[config.mk]
export PLATFORM = sky130hd
export DESIGN_NAME = column_melt_wipe_mapper
export DESIGN_NICKNAME = d
export VERILOG_FILES = /design/src/cmw_pkg.sv /design/src/cmw_offset_ram.sv /design/src/column_melt_wipe_mapper.sv
export SDC_FILE = /design/constraint.sdc
export NUM_CORES = 2
export LEC_CHECK = 0
export ABC_AREA = 1
export ABC_CLOCK_PERIOD_IN_PS = 13700
export BUFFER_PORTS_ARGS = -buffer_cell sky130_fd_sc_hd__buf_4
export CAP_MARGIN = 25
export CELL_PAD_IN_SITES_DETAIL_PLACEMENT = 0
export CELL_PAD_IN_SITES_GLOBAL_PLACEMENT = 1
export CORE_MARGIN = 2
export CORE_UTILIZATION = 45
export DETAILED_ROUTE_END_ITERATION = 7
export PLACE_DENSITY = 0.69
export REMOVE_ABC_BUFFERS = 1
export SLEW_MARGIN = 20
export SYNTH_ARGS = -nofsm -noshare
export SYNTH_HDL_FRONTEND = slang
export SYNTH_HIERARCHICAL = 1
export SYNTH_SLANG_ARGS = --single-unit
[constraint.sdc]
create_clock -name clk -period 13.7 [get_ports clk]
set_input_delay 0.685 -clock clk [delete_from_list [all_inputs] [get_ports clk]]
set_output_delay 0.685 -clock clk [all_outputs]
set_load 0.01 [all_outputs]
[src/cmw_pkg.sv]
// Package for the column melt wipe mapper: constants, types and datapath functions.
package cmw_pkg;

    // Sizes of the offset store and of the fields.
    localparam int MAX_COLUMNS = 256;
    localparam int MAX_ROWS    = 1023;
    localparam int COL_W       = $clog2(MAX_COLUMNS);
    localparam int CNT_W       = COL_W + 1;
    localparam int ROW_W       = 10;
    localparam int OFF_W       = 11;
    localparam int TICK_W      = 4;
    localparam int RND_W       = 8;

    // Melt constants.
    localparam int FAST_LIMIT  = 16;
    localparam int SLOW_STEP   = 8;
    localparam int MIN_START   = -15;

    // Column count as held in the store, at counter width.
    localparam logic [CNT_W-1:0] MAX_COLUMNS_C = CNT_W'(MAX_COLUMNS);

    // Command codes carried in tuser.
    typedef enum logic [1:0] {
        CMD_SEED    = 2'd0,
        CMD_ADVANCE = 2'd1,
        CMD_MAP     = 2'd2,
        CMD_NONE    = 2'd3
    } cmd_t;

    // Configuration register indexes.
    localparam logic CFG_COLUMN_COUNT  = 1'b0;
    localparam logic CFG_SCREEN_HEIGHT = 1'b1;

    // Sequencer states.
    typedef enum logic [2:0] {
        S_IDLE,
        S_SEED,
        S_SEED_WR,
        S_ADV_RD,
        S_ADV_WR,
        S_LOOKUP,
        S_LOOK_WAIT,
        S_OUT
    } state_t;

    typedef logic signed [OFF_W-1:0] offset_t;

    // Result of one melt tick on one column.
    typedef struct packed {
        logic    active;
        offset_t y;
    } step_t;

    // Byte modulo 3 through a reciprocal multiply; exact for all 8-bit values.
    function automatic logic [1:0] mod3(input logic [RND_W-1:0] v);
        logic [16:0] prod;
        logic [7:0]  q;
        logic [9:0]  r;
        prod = 17'(v) * 17'd171;
        q    = prod[16:9];
        r    = 10'(v) - 10'(q) * 10'd3;
        return r[1:0];
    endfunction

    // Start offset of a column from its random byte and the previous column.
    function automatic offset_t seed_value(input logic first_col,
                                           input logic [RND_W-1:0] rnd,
                                           input offset_t prev);
        logic signed [OFF_W:0] sum;
        offset_t               res;
        sum = 12'(prev) + $signed({10'd0, mod3(rnd)}) - 12'sd1;
        if (first_col)
        begin
            res = -$signed({7'd0, rnd[3:0]});
        end
        else if (sum > 12'sd0)
        begin
            res = '0;
        end
        else if (sum < 12'(MIN_START))
        begin
            res = OFF_W'(MIN_START);
        end
        else
        begin
            res = sum[OFF_W-1:0];
        end
        return res;
    endfunction

    // One tick of one column: wait upward, then fall toward the screen height.
    function automatic step_t melt_step(input offset_t y, input logic [ROW_W-1:0] h);
        logic signed [OFF_W:0] y_ext;
        logic signed [OFF_W:0] h_ext;
        logic signed [OFF_W:0] dy;
        logic signed [OFF_W:0] sum;
        step_t                 res;
        y_ext = 12'(y);
        h_ext = $signed({2'b00, h});
        dy    = (y_ext < 12'(FAST_LIMIT)) ? y_ext + 12'sd1 : 12'(SLOW_STEP);
        sum   = y_ext + dy;
        res.active = 1'b0;
        res.y      = y;
        if (y_ext < 12'sd0)
        begin
            res.active = 1'b1;
            res.y      = y + 11'sd1;
        end
        else if (y_ext < h_ext)
        begin
            res.active = 1'b1;
            res.y      = (sum >= h_ext) ? h_ext[OFF_W-1:0] : sum[OFF_W-1:0];
        end
        return res;
    endfunction

endpackage

[src/cmw_offset_ram.sv]
// Simple dual-port RAM with registered read data, holding the column offsets.
module cmw_offset_ram #(
    parameter int DEPTH = 256,
    parameter int WIDTH = 11
) (
    input  logic                     clk,
    input  logic                     wr_en,
    input  logic [$clog2(DEPTH)-1:0] wr_addr,
    input  logic [WIDTH-1:0]         wr_data,
    input  logic                     rd_en,
    input  logic [$clog2(DEPTH)-1:0] rd_addr,
    output logic [WIDTH-1:0]         rd_data
);

    logic [WIDTH-1:0] mem [DEPTH];

    // Write port.
    always_ff @(posedge clk)
    begin
        if (wr_en)
        begin
            mem[wr_addr] <= wr_data;
        end
    end

    // Registered read port; the data holds until the next read.
    always_ff @(posedge clk)
    begin
        if (rd_en)
        begin
            rd_data <= mem[rd_addr];
        end
    end

endmodule

[src/column_melt_wipe_mapper.sv]
// Top level of the column melt wipe mapper: stream ports, sequencer and result register.
//
// The block keeps one signed offset per pixel-pair column in a 256-entry RAM and serves
// one command at a time. A seed of column 0 writes its value at once; a seed of any other
// column first reads its left neighbor and then writes. A map or an unused command reads
// the stored offset. An advance walks every active column once per tick through one
// read-modify-write unit, a read step and then a write step for each column, and then
// reads the addressed column for its result.
// The input is ready again once the result has moved into the output register. Offsets
// are not cleared at reset: every column must be seeded before it is advanced or mapped.
module column_melt_wipe_mapper
    import cmw_pkg::*;
(
    input  logic        clk,
    input  logic        rst_n,
    // Configuration write channel.
    input  logic        cfg_valid,
    output logic        cfg_ready,
    input  logic        cfg_index,
    input  logic [9:0]  cfg_data,
    // Command stream.
    input  logic        s_axis_tvalid,
    output logic        s_axis_tready,
    // tdata: random_byte[7:0], tick_count[11:8], column[19:12], row[29:20], zero[31:30]
    input  logic [31:0] s_axis_tdata,
    // tuser: command[1:0]
    input  logic [1:0]  s_axis_tuser,
    // Result stream.
    output logic        m_axis_tvalid,
    input  logic        m_axis_tready,
    // tdata: finished[0], from_end_screen[1], source_row[11:2], offset_now[22:12], zero[23]
    output logic [23:0] m_axis_tdata
);

    state_t state_reg, state_next;

    // Configuration registers.
    logic [CNT_W-1:0] column_count_reg;
    logic [ROW_W-1:0] screen_height_reg;

    // Latched command fields.
    cmd_t              cmd_reg;
    logic [RND_W-1:0]  rnd_reg;
    logic [TICK_W-1:0] ticks_reg;
    logic [COL_W-1:0]  col_reg;
    logic [ROW_W-1:0]  row_reg;

    // Advance loop counters and activity flag.
    logic [COL_W-1:0]  col_idx_reg;
    logic [TICK_W-1:0] tick_reg;
    logic              done_reg;

    // Result waiting for the output register.
    logic              res_fin_reg;
    logic              res_end_reg;
    logic [ROW_W-1:0]  res_src_reg;
    offset_t           res_off_reg;

    // Output register.
    logic              m_valid_reg;
    logic [23:0]       m_data_reg;

    // RAM ports.
    logic              wr_en;
    logic [COL_W-1:0]  wr_addr;
    offset_t           wr_data;
    logic              rd_en;
    logic [COL_W-1:0]  rd_addr;
    logic [OFF_W-1:0]  rd_data;

    logic              s_fire;
    logic              out_free;
    logic [CNT_W-1:0]  n_active;
    logic              last_col;
    logic              last_tick;
    logic              adv_empty;
    cmd_t              s_cmd;
    offset_t           seed_v;
    step_t             step;
    offset_t           map_y;
    logic [ROW_W-1:0]  map_y0;

    assign s_cmd     = cmd_t'(s_axis_tuser);
    assign s_fire    = s_axis_tvalid && s_axis_tready;
    assign out_free  = !m_valid_reg || m_axis_tready;
    assign cfg_ready = 1'b1;

    // Active columns limited to the store; the 10-bit height never exceeds MAX_ROWS.
    assign n_active  = (column_count_reg > MAX_COLUMNS_C) ? MAX_COLUMNS_C : column_count_reg;
    assign last_col  = ({1'b0, col_idx_reg} == n_active - CNT_W'(1));
    assign last_tick = (tick_reg == ticks_reg - TICK_W'(1));
    assign adv_empty = (s_axis_tdata[11:8] == '0) || (n_active == '0);

    // Shared datapath: seed value and one melt tick on the word just read.
    assign seed_v = seed_value(col_reg == '0, rnd_reg, $signed(rd_data));
    assign step   = melt_step($signed(rd_data), screen_height_reg);

    // Map: a waiting column counts as offset zero.
    assign map_y  = $signed(rd_data);
    assign map_y0 = map_y[OFF_W-1] ? '0 : map_y[ROW_W-1:0];

    // Configuration writes.
    always_ff @(posedge clk or negedge rst_n)
    begin
        if (!rst_n)
        begin
            column_count_reg  <= CNT_W'(160);
            screen_height_reg <= ROW_W'(200);
        end
        else if (cfg_valid && cfg_ready)
        begin
            unique case (cfg_index)
                CFG_COLUMN_COUNT:  column_count_reg  <= cfg_data[CNT_W-1:0];
                CFG_SCREEN_HEIGHT: screen_height_reg <= cfg_data[ROW_W-1:0];
                default:           column_count_reg  <= column_count_reg;
            endcase
        end
    end

    // Next state.
    always_comb
    begin
        state_next = state_reg;
        unique case (state_reg)
            S_IDLE:
            begin
                if (s_fire)
                begin
                    unique case (s_cmd)
                        CMD_SEED:    state_next = S_SEED;
                        CMD_ADVANCE: state_next = adv_empty ? S_LOOKUP : S_ADV_RD;
                        default:     state_next = S_LOOKUP;
                    endcase
                end
            end
            S_SEED:      state_next = (col_reg == '0) ? S_OUT : S_SEED_WR;
            S_SEED_WR:   state_next = S_OUT;
            S_ADV_RD:    state_next = S_ADV_WR;
            S_ADV_WR:    state_next = (last_col && last_tick) ? S_LOOKUP : S_ADV_RD;
            S_LOOKUP:    state_next = S_LOOK_WAIT;
            S_LOOK_WAIT: state_next = S_OUT;
            S_OUT:       state_next = out_free ? S_IDLE : S_OUT;
            default:     state_next = S_IDLE;
        endcase
    end

    // Sequencer outputs: RAM control and input ready.
    always_comb
    begin
        s_axis_tready = 1'b0;
        wr_en         = 1'b0;
        wr_addr       = col_reg;
        wr_data       = seed_v;
        rd_en         = 1'b0;
        rd_addr       = col_reg;
        unique case (state_reg)
            S_IDLE:
            begin
                s_axis_tready = 1'b1;
            end
            S_SEED:
            begin
                wr_en   = (col_reg == '0);
                rd_en   = (col_reg != '0);
                rd_addr = col_reg - COL_W'(1);
            end
            S_SEED_WR:
            begin
                wr_en = 1'b1;
            end
            S_ADV_RD:
            begin
                rd_en   = 1'b1;
                rd_addr = col_idx_reg;
            end
            S_ADV_WR:
            begin
                wr_en   = 1'b1;
                wr_addr = col_idx_reg;
                wr_data = step.y;
            end
            S_LOOKUP:
            begin
                rd_en = 1'b1;
            end
            S_LOOK_WAIT, S_OUT:
            begin
                wr_en = 1'b0;
            end
            default:
            begin
                wr_en = 1'b0;
            end
        endcase
    end

    // State register.
    always_ff @(posedge clk or negedge rst_n)
    begin
        if (!rst_n)
        begin
            state_reg <= S_IDLE;
        end
        else
        begin
            state_reg <= state_next;
        end
    end

    // Command latch, loop counters and activity flag.
    always_ff @(posedge clk or negedge rst_n)
    begin
        if (!rst_n)
        begin
            col_idx_reg <= '0;
            tick_reg    <= '0;
            done_reg    <= 1'b1;
        end
        else if (s_fire)
        begin
            col_idx_reg <= '0;
            tick_reg    <= '0;
            done_reg    <= 1'b1;
        end
        else if (state_reg == S_ADV_WR)
        begin
            if (step.active)
            begin
                done_reg <= 1'b0;
            end
            if (last_col)
            begin
                col_idx_reg <= '0;
                tick_reg    <= tick_reg + TICK_W'(1);
            end
            else
            begin
                col_idx_reg <= col_idx_reg + COL_W'(1);
            end
        end
    end

    // Input fields of the transaction in progress.
    always_ff @(posedge clk)
    begin
        if (s_fire)
        begin
            cmd_reg   <= s_cmd;
            rnd_reg   <= s_axis_tdata[7:0];
            ticks_reg <= s_axis_tdata[11:8];
            col_reg   <= s_axis_tdata[19:12];
            row_reg   <= s_axis_tdata[29:20];
        end
    end

    // Result assembly.
    always_ff @(posedge clk)
    begin
        if ((state_reg == S_SEED && col_reg == '0) || state_reg == S_SEED_WR)
        begin
            res_fin_reg <= 1'b0;
            res_end_reg <= 1'b0;
            res_src_reg <= '0;
            res_off_reg <= seed_v;
        end
        else if (state_reg == S_LOOK_WAIT)
        begin
            res_fin_reg <= (cmd_reg == CMD_ADVANCE) && done_reg;
            res_end_reg <= 1'b0;
            res_src_reg <= '0;
            res_off_reg <= map_y;
            if (cmd_reg == CMD_MAP)
            begin
                if (row_reg < map_y0)
                begin
                    res_end_reg <= 1'b1;
                    res_src_reg <= row_reg;
                end
                else
                begin
                    res_src_reg <= row_reg - map_y0;
                end
            end
        end
    end

    // Output register: loads when free, empties when the receiver takes the result.
    always_ff @(posedge clk or negedge rst_n)
    begin
        if (!rst_n)
        begin
            m_valid_reg <= 1'b0;
        end
        else if (state_reg == S_OUT && out_free)
        begin
            m_valid_reg <= 1'b1;
        end
        else if (m_axis_tready)
        begin
            m_valid_reg <= 1'b0;
        end
    end

    always_ff @(posedge clk)
    begin
        if (state_reg == S_OUT && out_free)
        begin
            m_data_reg <= {1'b0, res_off_reg, res_src_reg, res_end_reg, res_fin_reg};
        end
    end

    assign m_axis_tvalid = m_valid_reg;
    assign m_axis_tdata  = m_data_reg;

    // Offset store.
    cmw_offset_ram #(
        .DEPTH (MAX_COLUMNS),
        .WIDTH (OFF_W)
    ) u_offset_ram (
        .clk     (clk),
        .wr_en   (wr_en),
        .wr_addr (wr_addr),
        .wr_data (wr_data),
        .rd_en   (rd_en),
        .rd_addr (rd_addr),
        .rd_data (rd_data)
    );

`ifndef ASSERT_OFF
    // A result appears only after the sequencer reaches its output step.
    a_out_from_seq: assert property (@(posedge clk) disable iff (!rst_n)
        $rose(m_axis_tvalid) |-> $past(state_reg == S_OUT))
        else $error("result raised outside the output step");

    // The column walk stays inside the active columns.
    a_col_in_range: assert property (@(posedge clk) disable iff (!rst_n)
        (state_reg == S_ADV_WR) |-> ({1'b0, col_idx_reg} < n_active))
        else $error("advance column index beyond the column count");

    // The tick counter stays below the requested tick count during a walk.
    a_tick_in_range: assert property (@(posedge clk) disable iff (!rst_n)
        (state_reg == S_ADV_RD || state_reg == S_ADV_WR) |-> (tick_reg < ticks_reg))
        else $error("advance tick counter overran");

    // Only one command is in flight: the input closes after each transaction.
    a_one_in_flight: assert property (@(posedge clk) disable iff (!rst_n)
        s_fire |=> !s_axis_tready)
        else $error("input accepted twice in a row");

    // An advance result never claims an end-screen pixel.
    a_fin_vs_map: assert property (@(posedge clk) disable iff (!rst_n)
        m_axis_tvalid |-> !(m_axis_tdata[0] && m_axis_tdata[1]))
        else $error("finished and end-screen flags both set");
`endif

endmodule
==> flow_summary_export.csv <==
group,metric,value,unit
worst_setup_path,critPathKind,"flop to flop",
placed_design,gp_congestion,0.8665,
placed_design,port_buffers,72,
sta,worst_slew_pin_slew,1238,ps
finish,largest_reg_flops,2816,
floorplanning,die_y,528.8,um
sta,period_share,66.11,%
sta,layout_min_cycle_time,9057,ps
floorplanning,core,273900,sq um
floorplanning,dieArea,279600,sq um
placed_design,dp_cells,13860,
sta,fin_skew,71.10,ps
sta,finalSetupViolCount,0,
global_routing,grt_pass1_wl,516.2,mm
synth,ys_warn_count,6,
worst_setup_path,cp_max_fo,74,
outcome,status,"completed",
finish,n_fill_cell,23700,
finish,final-seq-area,88020,sq um
worst_setup_path,r2r_slack,4640,ps
drt,route.detailed.drc,0,
worst_setup_path,cp.arrival,9590,ps
synth,synth_top_flop_cell,"edfxtp_1",
worst_setup_path,cpMostUsedCell,"inv_1",
pwr,power.leakage,0.04930,uW
finish,nNetsFinal,10830,
finish,largest-register,"u_offset_ram/mem",
clock_network,clkLatencyLatePin,890,ps
clock_network,cts-resized-gates,0,
pwr,power_frac_seq,38.4,%
floorplanning,io_pins,77,
worst_setup_path,cp-start-kind,"flop",
global_routing,grt_start_max_net_pins,215,
clock_network,clock-sinks,2941,
synth,synthArstFlopShare,1.224,%
clock_network,path_clk_slew,60,ps
synth,syn-instance-count,10610,
job,cap_violations,0,
placed_design,place_hpwl,195.2,mm
synth,netlist_area,123900,sq um
global_routing,grt_overflow,0,
pwr,switching_share,41.43,%
floorplanning,die_w,528.8,um
finish,multi_input_area,31280,sq um
worst_setup_path,endpoint_kind,"flop",
finish,drive_above_1_share,8.659,%
pwr,pwr-share-comb,40.4,%
sta,max_clock_freq,110.4,MHz
drt,first_pass_iters,6,
drt,vias_per_cell,5.642,
drt,vias,81850,
drt,wl_per_cell,24.30,um
synth,synth_top_cell_by_area,"edfxtp_1",
clock_network,cts_buffer_depth,4,
global_routing,grt.total_usage,24.73,%
worst_setup_path,slowest_stage,"buf_4",
finish,area_growth,11.45,%
synth,ys_seq_area_share,71.02,%
drt,wl,352.5,mm
pwr,power_density,279.5,nW/um^2
synth,ys_ff_latch,2941,
pwr,p_int,22620,uW
worst_setup_path,required,14230,ps
clock_network,h-tree-depth,5,
worst_hold_path,min_path_type,"primary input to flop",
global_routing,grt_pass1_vias,77150,
drt,drtIter0Drc,8315,
clock_network,cts-buffers-inserted,319,
sta,hold_viol_final,0,
synth,synth_top_area_share,70.10,%
worst_setup_path,slowest_delay,810,ps
global_routing,antenna_found_initial,8,
drt,ant_nets,0,
synth,synth_cell_types,55,
pwr,switchingPower,16000,uW
floorplanning,start_util,45.25,%
finish,finish.utilization,50.44,%
sta,slew_viol_final,0,
finish,final_cells,14510,
sta,grt_setup_unrepaired,"no",
sta,slew_headroom,17.19,%
synth,avgSynthCellArea,11.68,sq um
floorplanning,fp-row-count,192,
pwr,pwr-share-clk,21.2,%
pwr,ir_drop,0.5464,mV
clock_network,cts_root_buffer,"clkbuf_16",
clock_network,cts_tree,"done",
synth,ys_top_cells_by_area,"edfxtp_1 (70%), nand3_1 (12%), nand2_1 (9.6%)",
synth,synth_edf_count,2893,
per-stage QoR:
step	instance area [sq um]	setup TNS, ps	hold WS, ps	total power (uW)	setup WS [ps]
after detailed placement	127600	0	409.0	30590	4677
after floorplan	119700	-2009390	389.4	26190	-147480
after global placement	126900	0	406.8	30250	4477
final	138100	0	74.96	38610	4643
after CTS	137700	0	21.69	38780	4619
after global routing	138100	0	60.00	40540	3953
placed cells by master (no fill, tap or decap), drive strengths merged, types with 9 or more instances in the layout:
| master | synthesis | routed |
|---|---|---|
| nand2 | 3171 | 3171 |
| edfxtp | 2893 | 2893 |
| nand3 | 2856 | 2856 |
| clkbuf | 123 | 409 |
| buf | 552 | 386 |
| nor2 | 353 | 353 |
| inv | 224 | 233 |
| clkinv | 3 | 121 |
| ha | 97 | 97 |
| o21ai | 73 | 73 |
| a21oi | 60 | 60 |
| xor2 | 37 | 37 |
| dlygate4sd3 | 0 | 33 |
| dfrtp | 30 | 30 |
| nand4 | 19 | 19 |
| xnor2 | 18 | 18 |
| bufinv | 0 | 17 |
| fa | 12 | 12 |
| dfxtp | 12 | 12 |
| nor3 | 11 | 11 |
| o221ai | 9 | 9 |
power groups by stage:
stage	combinational, uW	sequential, uW	clock [uW]
CTS	15600	14800	8320
global placement	15200	15000	0
floorplan	10300	15900	0
finish	15600	14800	8180
global route	17000	14900	8680
detailed placement	15600	15000	0
worst max-delay path, delay by kind of cell, from the launching register on:
| family | cells | cell delay [ps] |
|---|---|---|
| and+or+nand+nor | 15 | 1880 |
| DFF | 1 | 510 |
| AOI/OAI and AO/OA | 2 | 280 |
| buffers and inverters | 11 | 2050 |
| xor gates and xnor gates | 4 | 740 |
| adders and majority gates | 9 | 3120 |
Yosys cell counts (all sizes together), types with 19 or more instances:
cell / count
nor2: 353
edfxtp: 2893
nand2: 3171
o21ai: 73
clkbuf: 123
nand4: 19
inv: 224
dfrtp: 30
ha: 97
nand3: 2856
buf: 552
a21oi: 60
xor2: 37
cell type report:
class | instances | share of cell area (%)
Timing Repair Buffer | 419 | 2.643
Clock inverter | 152 | 0.8787
Multi-Input combinational cell | 6766 | 22.64
Antenna cell | 3 | 0.005435
Inverter | 227 | 0.6513
Clock buffer | 409 | 6.200
Tap cell | 3589 | 3.251
Sequential cell | 2941 | 63.73
logic make-up after synthesis:
kind of cell,synth area share (%)
and+or+nand+nor,22.50
DFF,71.02
buffers and inverters,4.068
AOI/OAI and AO/OA,0.8370
adders and majority gates,1.173
xor gates and xnor gates,0.3887
other,0.006060
layer usage:
layer | track usage, % | routed length [um] | up-vias
met5 | 0 | 0 | -
met2 | 39.49 | 165000 | 2996
met3 | 3.492 | 25320 | 562
met4 | 8.730 | 12690 | 0
met1 | 34.66 | 149400 | 40690
li1 | - | - | 37600
what timing repair did:
action                                 CTS  global route
buffers inserted                         0             0
hold buffers                            33             0
endpoints found under the hold margin   62             0
worst paths after layout:
check                          startpoint                        to  depth (start not counted)
max                            rnd_reg[3]  u_offset_ram/mem[223][0]                         41
min                         s_axis_tvalid              state_reg[0]                          2
max reg2reg                    rnd_reg[3]  u_offset_ram/mem[223][0]                         41
min reg2reg                res_off_reg[3]          m_axis_tdata[15]                          0
max in group asynchronous           rst_n       column_count_reg[5]                          2
min in group asynchronous           rst_n      screen_height_reg[4]                          2
Power figures use the tool's default switching activity.
